`config.mk`:
```
export PLATFORM = sky130hd
export DESIGN_NAME = hdm_cell
export DESIGN_NICKNAME = d
export VERILOG_FILES = /design/src/hw/rtl/hdm_pkg.sv /design/src/hw/rtl/hdm_cell.sv
export SDC_FILE = /design/constraint.sdc
export NUM_CORES = 1
export LEC_CHECK = 0
export ABC_AREA = 1
export BUFFER_PORTS_ARGS = -buffer_cell sky130_fd_sc_hd__buf_2
export CAP_MARGIN = 25
export CORE_MARGIN = 4
export CORE_UTILIZATION = 46
export DETAILED_ROUTE_END_ITERATION = 6
export GPL_ROUTABILITY_DRIVEN = 0
export PLACE_DENSITY = 0.82
export SLEW_MARGIN = 20
export SYNTH_ARGS = -nofsm -noshare
export SYNTH_HDL_FRONTEND = slang
export SYNTH_SLANG_ARGS = --single-unit
```
`constraint.sdc`:
```
create_clock -name clk -period 1.8 [get_ports clk]
set_input_delay 0.27 -clock clk [delete_from_list [all_inputs] [get_ports clk]]
set_output_delay 0.27 -clock clk [all_outputs]
set_load 0.02 [all_outputs]
```
`src/hw/rtl/hdm_pkg.sv`:
```
// Package for the table-matching Huffman decoder.
// Holds the field widths, the action and register index codes and the cell control struct.
// Used by every other file of the block.
`default_nettype none
package hdm_pkg;
	localparam int unsigned SYM_W   = 8;
	localparam int unsigned LEN_W   = 6;
	localparam int unsigned CODE_W  = 32;
	localparam int unsigned IDX_W   = 8;
	localparam int unsigned BYTE_W  = 8;
	localparam int unsigned CNT_W   = 24;
	localparam int unsigned CCNT_W  = 9;
	localparam int unsigned CFG_W   = 24;
	localparam int unsigned CFGI_W  = 1;
	localparam int unsigned BIT_W   = 3;

	localparam logic ACT_LOAD   = 1'b0;
	localparam logic ACT_DECODE = 1'b1;

	localparam logic [CFGI_W-1:0] CFG_CODE_COUNT    = 1'd0;
	localparam logic [CFGI_W-1:0] CFG_TOTAL_SYMBOLS = 1'd1;

	// Control broadcast to every cell for one bit step.
	typedef struct packed {
		logic step;
		logic restart;
		logic code_bit;
	} ctl_t;
endpackage
`default_nettype wire

```
`src/hw/rtl/hdm_cell.sv`:
```
// One table entry of the decoder: code storage, match position and alive mark.
// Passes the first completed symbol down the chain. Depends on hdm_pkg.
`default_nettype none
module hdm_cell #(
	parameter int unsigned MAX_CODE_LEN = 32,
	parameter int unsigned SLOT         = 0
) (
	input  wire                          clk,
	input  wire                          arst_n,
	input  wire                          load_en,
	input  wire [hdm_pkg::SYM_W-1:0]     load_sym,
	input  wire [hdm_pkg::LEN_W-1:0]     load_len,
	input  wire [hdm_pkg::CODE_W-1:0]    load_code,
	input  wire [hdm_pkg::CCNT_W-1:0]    code_count,
	input  hdm_pkg::ctl_t                ctl,
	input  wire                          found_in,
	input  wire [hdm_pkg::SYM_W-1:0]     sym_in,
	output logic                         found_out,
	output logic [hdm_pkg::SYM_W-1:0]    sym_out
);
	localparam int unsigned PW = $clog2(MAX_CODE_LEN + 1);
	localparam int unsigned XW = (PW > hdm_pkg::LEN_W) ? PW : hdm_pkg::LEN_W;
	localparam int unsigned SW = (hdm_pkg::CCNT_W > 32) ? hdm_pkg::CCNT_W : 32;

	logic [hdm_pkg::SYM_W-1:0]  sym_q;
	logic [hdm_pkg::LEN_W-1:0]  len_q;
	logic [hdm_pkg::CODE_W-1:0] code_q;
	logic [PW-1:0]              pos_q;
	logic                       alive_q;

	logic          active;
	logic          cbit;
	logic          mismatch;
	logic          complete;
	logic [XW-1:0] pos_x;
	logic [XW-1:0] npos_x;

	always_comb begin
		active = SW'(code_count) > SW'(SLOT);
		pos_x  = XW'(pos_q);
		npos_x = pos_x + XW'(1);
		// Code bits past the stored word read as zero.
		cbit = (pos_x >= XW'(hdm_pkg::CODE_W)) ? 1'b0 : code_q[pos_x[4:0]];
		mismatch = (pos_x >= XW'(MAX_CODE_LEN)) || (cbit != ctl.code_bit);
		complete = active && alive_q && !mismatch && (npos_x == XW'(len_q));
		found_out = found_in || complete;
		sym_out = found_in ? sym_in : sym_q;
	end

	always_ff @(posedge clk) begin
		if (load_en) begin
			sym_q  <= load_sym;
			len_q  <= load_len;
			code_q <= load_code;
		end
	end

	always_ff @(posedge clk or negedge arst_n) begin
		if (!arst_n) begin
			pos_q   <= '0;
			alive_q <= 1'b1;
		end else if (ctl.step) begin
			if (ctl.restart) begin
				pos_q   <= '0;
				alive_q <= 1'b1;
			end else if (active && alive_q) begin
				if (mismatch) begin
					alive_q <= 1'b0;
				end else begin
					pos_q <= PW'(npos_x);
				end
			end
		end
	end
endmodule
`default_nettype wire
```
Word-level counts from Yosys, hierarchy flattened. Cells that the tools add are included.

Add/sub/neg operators: 1. Mux-type cells: 10. Order comparisons: 3. Reduce and logical (&&, ||, !) cells: 10. Eq/ne operators: 3.

Operator list (number): 6-bit two-way mux (3); 9-bit by 1-bit > comparator with 1-bit output, second input constant (1); 8-bit two-way mux (1); 6-bit by 1-bit adder with 6-bit output, second input constant (1); 6-bit equality test (1); 6-bit >= comparator, second input constant (1); 5-bit by 6-bit < comparator with 1-bit output, second input constant (1); 3-bit AND reduction (2); 1-bit binary-select mux with 5-bit select (1); 1-bit two-way mux (5); 2-bit nonzero test (2); 1-bit logical AND (3); 1-bit logical OR (2); 2-bit != test, second input constant (1); 1-bit zero test (1); 1-bit != test (1).

Bits in registers: 53. Output and inout bits: 9. Bits of input ports: 70. Word-level logic and storage cells: 32.

Depth between registers and ports, before layout. Gate-level depths: netlist (run 1).

Depth in word-level cells: 9. Mapped depth: 14.

Worst setup path after synthesis (run 1). OpenSTA, ideal clock, no wires.

Kind: register -> output. From: reg pos_q[0]. To: out found_out. Stages on the path, launching flop included: 12. Arrival: 1624 ps. Setup slack: -94 ps. Cell sequence: dfrtp_1 -> buf_6 -> or2_1 -> nand3_2 -> nand3_2 -> nand3_2 -> nand3_4 -> nand3_4 -> nand2_4 -> nor2_8 -> nand4_1 -> nand2_1.

Longest elaborated chain between the ends: 9. Elaborated cells between the ends (all ways): 12.

Ends and longest elaborated chain: from (decl) (RTL line hdm_cell.sv:28) `logic [PW-1:0] pos_q;`; from (signal assigned) (RTL line hdm_cell.sv:70) `pos_q <= PW'(npos_x);`; 1-bit binary-select mux with 5-bit select (RTL line hdm_cell.sv:43) `cbit = (pos_x >= XW'(hdm_pkg::CODE_W)) ? 1'b0 : code_q[pos_x[4:0]];`; 1-bit two-way mux (implied by the code) (RTL line hdm_cell.sv:43); 1-bit two-way mux (RTL line hdm_cell.sv:43); 1-bit != test (RTL line hdm_cell.sv:44) `mismatch = (pos_x >= XW'(MAX_CODE_LEN)) || (cbit != ctl.code_bit);`; 1-bit logical OR (RTL line hdm_cell.sv:44); 1-bit zero test (RTL line hdm_cell.sv:45) `complete = active && alive_q && !mismatch && (npos_x == XW'(len_q));`; 1-bit logical AND (RTL line hdm_cell.sv:45); 1-bit logical AND * (RTL line hdm_cell.sv:45); 1-bit logical OR * (RTL line hdm_cell.sv:46) `found_out = found_in || complete;`; to (decl) (RTL line hdm_cell.sv:18) `output logic found_out,`.

Every way passes the cells marked *; elsewhere a longest branch is shown, timed or not. The select of a mux whose other input is x is not followed.

Final worst setup path (run 1). Same ends and word-level chain as after synthesis.

==> impl_metrics.yaml, run 1 <==
timing:
  setup_viol: 7
  worst_slack_ns: -0.544
  fin_crit_sh_pct: 130
  timing.slew.headroom_pct: 72.2
  period_needed_ns: 2.34
  grt_setup_unrepaired: "yes"
  drv_slew: 0
  tns_ns: -0.919
  fmax_ghz: 0.427
  worst_pin_slew_ns: 0.417
  fin_skew_ns: 0.00826
  hold_violations: 0
pwr:
  p_leak_nw: 1.60
  power.internal_mw: 2.34
  pwr-share-seq_pct: 44.2
  vdd_drop_max_mv: 0.413
  power_switching_mw: 1.14
  pwr-share-clk_pct: 18.2
  switching_share_pct: 32.8
  share_comb_of_total_power_pct: 37.7
  pwr_density_cell_mw_per_mm2: 1040
clocking:
  clk_pin_slew_worst_paths_ns: 0.09
  cts_sinks: 53
  cts_tree: "built"
  numCtsBuffers: 5
  cts_htree_levels: 2
  cts_root_buf: "clkbuf_8"
  clk_path_buf_depth: 2
  insertion_delay_ns: 0.30
min_path:
  hold_class: "input pin to register"
worst_setup_path:
  critPathMaxStageDelay_ns: 0.45
  arrival_ns: 2.07
  critPathMaxFanout: 5
  timing_worst_setup_path_type: "register to primary output"
  cp_common_cell: "nand3_2"
  worstPathRequired_ns: 1.53
  critPathCaptureType: "primary output"
  critPathSlowestCell: "dfrtp_2"
  worstPathCellList: "buf_6 > or2_1 > nand3_2 > nand3_2 > nand3_2 > nand3_4 > a21oi_4 > nor2_8 > nand4_1 > nand2_2 > buf_6"
  start_kind: "register"
synthesis:
  netlist_area_mm2: 0.00260
  yosys_warnings: 0
  yosysTopAreaCell: "edfxtp_1"
  yosysTopAreaCellShare_pct: 53.2
  seq_area_frac_synth_pct: 60.0
  synth.distinct_cells: 32
  syn_nets: 316
  yosys_register_bits: 53
  syn_area_per_cell_um2: 10.6
  ys_top_cells_by_area: "edfxtp_1 (53%), nand2_1 (10%), dfrtp_1 (5.8%)"
  synthCells: 245
detailed_routing:
  drc: 0
  avgViaCountPerCell: 4.82
  drt-pass1-iter-count: 5
  vias: 1999
  wirelength_um: 5470
  wl_per_cell_um: 13.2
  ant_nets: 0
  drtIter0Drc: 134
place:
  dp_hpwl_um: 3950
  placed_area_mm2: 0.00311
  port_buffers: 78
global_routing:
  antenna_found_initial: 0
  grt_max_degree: 47
  grt_pass1_vias: 2028
  grt_pass1_wl_um: 9000
  grt_usage_pct: 16.0
  overflow: 0
run:
  cap_violations: 0
layout:
  drive_above_1_share_pct: 43.1
  area_growth_syn_to_layout_pct: 28.4
  design_area_mm2: 0.00333
  n_antenna_cell: 0
  final_nets: 413
floorplan:
  die_w_um: 83.1
  start_util_pct: 47.2
  die_area_mm2: 0.00691
  fp-row-count: 27
  ioPinCount: 79
  die_h_um: 83.1
  core_mm2: 0.00551
run_status:
  status: "finished, violations left"
  violations: "negative setup slack"
==> layout by cell type, fill, tap and decap left out, types with 2 or more instances in the layout <==
| cell | netlist | final |
|---|---|---|
| clkbuf_1 | 1 | 3 |
| inv_2 | 11 | 10 |
| nand3_1 | 30 | 21 |
| edfxtp_1 | 46 | 46 |
| nand2_2 | 5 | 10 |
| nand2_1 | 71 | 66 |
| xnor2_1 | 3 | 3 |
| nand3_2 | 3 | 12 |
| nand4_1 | 8 | 8 |
| xor2_1 | 6 | 6 |
| nand3_4 | 3 | 3 |
| nor2_1 | 2 | 2 |
| buf_2 | 0 | 77 |
| nor3_1 | 2 | 2 |
| dfrtp_2 | 0 | 2 |
| dfrtp_1 | 6 | 4 |
| clkbuf_8 | 1 | 5 |
| or2_1 | 4 | 4 |
| buf_6 | 3 | 5 |
| o21ai_1 | 2 | 2 |
| buf_4 | 0 | 12 |
| inv_1 | 25 | 24 |
==> power by group through the flow <==
stage	combinational, mW	sequential, mW	clock [mW]
final	1.31	1.54	0.632
after CTS	1.20	1.53	0.649
after global placement	1.02	1.56	0
after global routing	1.43	1.55	0.696
after detailed placement	1.05	1.56	0
after floorplan	0.796	1.54	0
==> worst paths after layout <==
kind,from,endpoint,slack (ns),cells after the start
setup / recovery,pos_q[0]$_DFFE_PN0P_,found_out,-0.54,11
hold / removal,load_code[25],code_q[25]$_DFFE_PP_,0.14,1
setup reg to reg,pos_q[0]$_DFFE_PN0P_,pos_q[2]$_DFFE_PN0P_,-0.07,11
hold reg to reg,alive_q$_DFFE_PN1P_,alive_q$_DFFE_PN1P_,0.47,2
max in group asynchronous,arst_n,alive_q$_DFFE_PN1P_,1.23,2
min in group asynchronous,arst_n,pos_q[2]$_DFFE_PN0P_,0.33,2
==> sequential cells by signal, indices dropped and copies added, names as in the netlist <==
name and count:
alive_q 1, code_q 32, len_q 6, pos_q 6
sym_q 8
==> logic make-up (layout without fill, tap and decap cells) <==
| logic type | after synthesis | count (layout) | synth area share, % |
|---|---|---|---|
| adder cells (fa/ha/maj) | 1 | 1 | 0.482 |
| AND/OR/NAND/NOR | 133 | 133 | 26.5 |
| flip-flops | 53 | 53 | 60.0 |
| buffers and inverters | 46 | 144 | 9.01 |
| AO/OA/AOI/OAI | 3 | 3 | 1.01 |
| XOR/XNOR | 9 | 9 | 3.03 |
==> cells in the mapped netlist, drive strengths merged <==
master and count:
o21ai 2, bufinv 1, nor4 1, ha 1, xnor2 3, nand3 36, edfxtp 46, dfrtp 6
a21oi 1, or2 4, nand2 77, buf 4, inv 37, nor3 2, clkinv 2, dfstp 1
clkbuf 2, nand4 9, xor2 6, nor2 4
==> per-stage QoR <==
stage / hold WS [ns] / worst slack (ns) / utilization [%] / power (mW) / std cells
floorplan: -0.0256 / -0.0493 / - / 2.34 / 245
global placement: 0.119 / -0.154 / 56.5 / 2.58 / 400
detailed placement: 0.116 / -0.200 / 56.5 / 2.62 / 400
CTS: 0.129 / -0.516 / 59.5 / 3.38 / 414
global route: 0.119 / -0.650 / 60.6 / 3.68 / 415
finish: 0.135 / -0.544 / 60.6 / 3.48 / 415
==> routing by layer <==
metal  track usage [%]  part of all wire [%]  wire length [um]
met4              7.13                   3.0               166
met2              27.4                    52              2870
met3              3.97                   5.8               318
met1              18.9                    39              2120
met5                 0                     0                 0
==> cell type report <==
cell class | instances | area [um2]
Inverter | 40 | 179
Fill cell | 451 | 2170
Multi-Input combinational cell | 146 | 863
Timing Repair Buffer | 96 | 562
Tap cell | 72 | 90.1
Sequential cell | 53 | 1560
Clock buffer | 8 | 80.1
==> timing repair <==
action / 4_1_cts / 5_1_grt
gates resized for setup: 13 / 13
hold buffers: 1 / 0
buffers inserted: 5 / 1
pin swaps: 7 / 16
hold endpoints to repair: 7 / 0
setup endpoints to repair: 7 / 8
==> critical path: cells and delay by family (launching register included) <==
kind | cells | cell delay, ns
DFF | 1 | 0.45
and+or+nand+nor | 8 | 0.80
AOI/OAI and AO/OA | 1 | 0.23
buffers and inverters | 2 | 0.27
No activity file was read; power rests on OpenSTA's default activity.
==> run 2: changes to the inputs <==
- CORE_UTILIZATION: 46 -> 30
- PLACE_DENSITY: 0.82 -> 0.59
==> impl_metrics.yaml, run 2 (synthesis gave the netlist of run 1 again) <==
layout:
  final_nets: 416
  design_area_mm2: 0.00348
  fill_cells: 806
  multi_input_area_um2: 898
  largestRegisters: "code_q (32), sym_q (8)"
  layout_common_cells: "buf_2 (77), nand2_1 (63), edfxtp_1 (46)"
  final_util_pct: 41.9
  ff_latch_area_mm2: 0.00156
  largest_reg_flops: 32
  stdcell_count: 451
  area_growth_syn_to_layout_pct: 34.0
  drive_above_1_share_pct: 46.5
  final_common_cell: "buf_2"
  n_antenna_cell: 0
  regMostFlops: "code_q"
floorplan:
  fp-row-count: 33
  die_h_um: 101
  die_area_mm2: 0.0102
  die_w_um: 101
  ioPinCount: 79
  core_mm2: 0.00830
  start_util_pct: 31.3
detailed_routing:
  vias: 1967
  wirelength_um: 5590
  ant_nets: 0
  drtIter0Drc: 74
  wl_per_cell_um: 12.4
  avgViaCountPerCell: 4.36
  drc: 0
  drt-pass1-iter-count: 4
clocking:
  numCtsBuffers: 5
  clk_pin_slew_worst_paths_ns: 0.10
  cts_sinks: 53
  cts_root_buf: "clkbuf_8"
  insertion_delay_ns: 0.30
  cts_tree: "built"
  clk_path_buf_depth: 2
  cts_htree_levels: 2
run:
  cap_violations: 0
pwr:
  switching_share_pct: 30.8
  pwr-share-clk_pct: 24.4
  vdd_drop_max_mv: 0.547
  p_leak_nw: 1.64
  power.internal_mw: 2.65
  power_switching_mw: 1.18
  pwr_density_cell_mw_per_mm2: 1100
  pwr-share-seq_pct: 40.0
  share_comb_of_total_power_pct: 35.6
timing:
  fin_crit_sh_pct: 130
  worst_slack_ns: -0.544
  setup_viol: 7
  fin_skew_ns: 0.00791
  drv_slew: 0
  worst_pin_slew_ns: 0.435
  grt_setup_unrepaired: "yes"
  hold_violations: 0
  fmax_ghz: 0.427
  period_needed_ns: 2.34
  timing.slew.headroom_pct: 71.0
worst_setup_path:
  timing_worst_setup_path_type: "register to primary output"
  crit_family: "flip-flops"
  critPathMaxFanout: 5
  path_buf_inv: 2
  critPathCaptureType: "primary output"
  worstPathRequired_ns: 1.53
  arrival_ns: 2.07
  start_kind: "register"
  critPathMaxStageDelay_ns: 0.47
  worstPathCellList: "buf_4 > ha_1 > nand3_1 > xor2_1 > xnor2_1 > nor2_1 > nand4_1 > nand2_2 > buf_6"
  critPathSlowestCell: "dfrtp_2"
place:
  port_buffers: 78
  dp.cells: 434
  dp_hpwl_um: 4020
  placed_area_mm2: 0.00316
global_routing:
  grt_usage_pct: 11.0
  grt_pass1_wl_um: 8910
  overflow: 0
  grt_max_degree: 47
  antenna_found_initial: 0
  grt_pass1_vias: 1990
run_status:
  status: "finished, violations left"
  violations: "negative setup slack"
min_path:
  hold_class: "input pin to register"
-- run 2: final cells by class --
class	instances	area share, %
Sequential cell	53	44.8
Multi-Input combinational cell	146	25.8
Timing Repair Buffer	98	16.6
Inverter	40	5.03
Tap cell	105	3.77
Clock buffer	5	1.98
Clock inverter	3	1.87
Timing Repair inverter	1	0.180
-- run 2: power by group through the flow --
stage	logic [mW]	clock network, mW	registers, mW
3_5_place_dp	1.06	0	1.57
2_1_floorplan	0.796	0	1.54
3_3_place_gp	1.05	0	1.57
6_report	1.37	0.935	1.53
5_1_grt	1.50	1.01	1.55
4_1_cts	1.27	0.964	1.53
-- run 2: routing by layer --
layer / global-route usage [%] / vias to the layer above / wire (um)
met1: 14.2 / 913 / 2460
li1: - / 1003 / -
met4: 3.68 / 0 / 35
met3: 2.28 / 2 / 293
met2: 18.2 / 49 / 2800
met5: 0 / - / 0
-- run 2: timing repair --
action | 4_1_cts | 5_1_grt
cloned | 1 | 0
setup buffers | 6 | 1
setup endpoints to repair | 7 | 8
resized for setup | 13 | 20
hold buffers | 1 | 0
hold endpoints to repair | 7 | 0
pin swaps | 13 | 17
-- run 2: path summary, 6_finish.rpt --
check | from | endpoint | slack [ns] | cells after the start
min reg2reg | alive_q$_DFFE_PN1P_ | alive_q$_DFFE_PN1P_ | 0.47 | 2
min in group asynchronous | arst_n | pos_q[2]$_DFFE_PN0P_ | 0.33 | 2
max in group asynchronous | arst_n | alive_q$_DFFE_PN1P_ | 1.24 | 2
max | pos_q[0]$_DFFE_PN0P_ | found_out | -0.54 | 9
min | load_code[21] | code_q[21]$_DFFE_PP_ | 0.14 | 1
max reg2reg | pos_q[0]$_DFFE_PN0P_ | pos_q[4]$_DFFE_PN0P_ | -0.11 | 14
-- run 2: through the flow --
stage,hold WS [ns],power [mW],worst slack [ns],setup TNS (ns)
2_1_floorplan,-0.0256,2.34,-0.0493,-0.0493
3_3_place_gp,0.114,2.62,-0.258,-0.615
3_5_place_dp,0.114,2.63,-0.280,-0.764
4_1_cts,0.124,3.76,-0.548,-0.625
5_1_grt,0.114,4.05,-0.699,-2.04
6_report,0.136,3.83,-0.544,-1.11
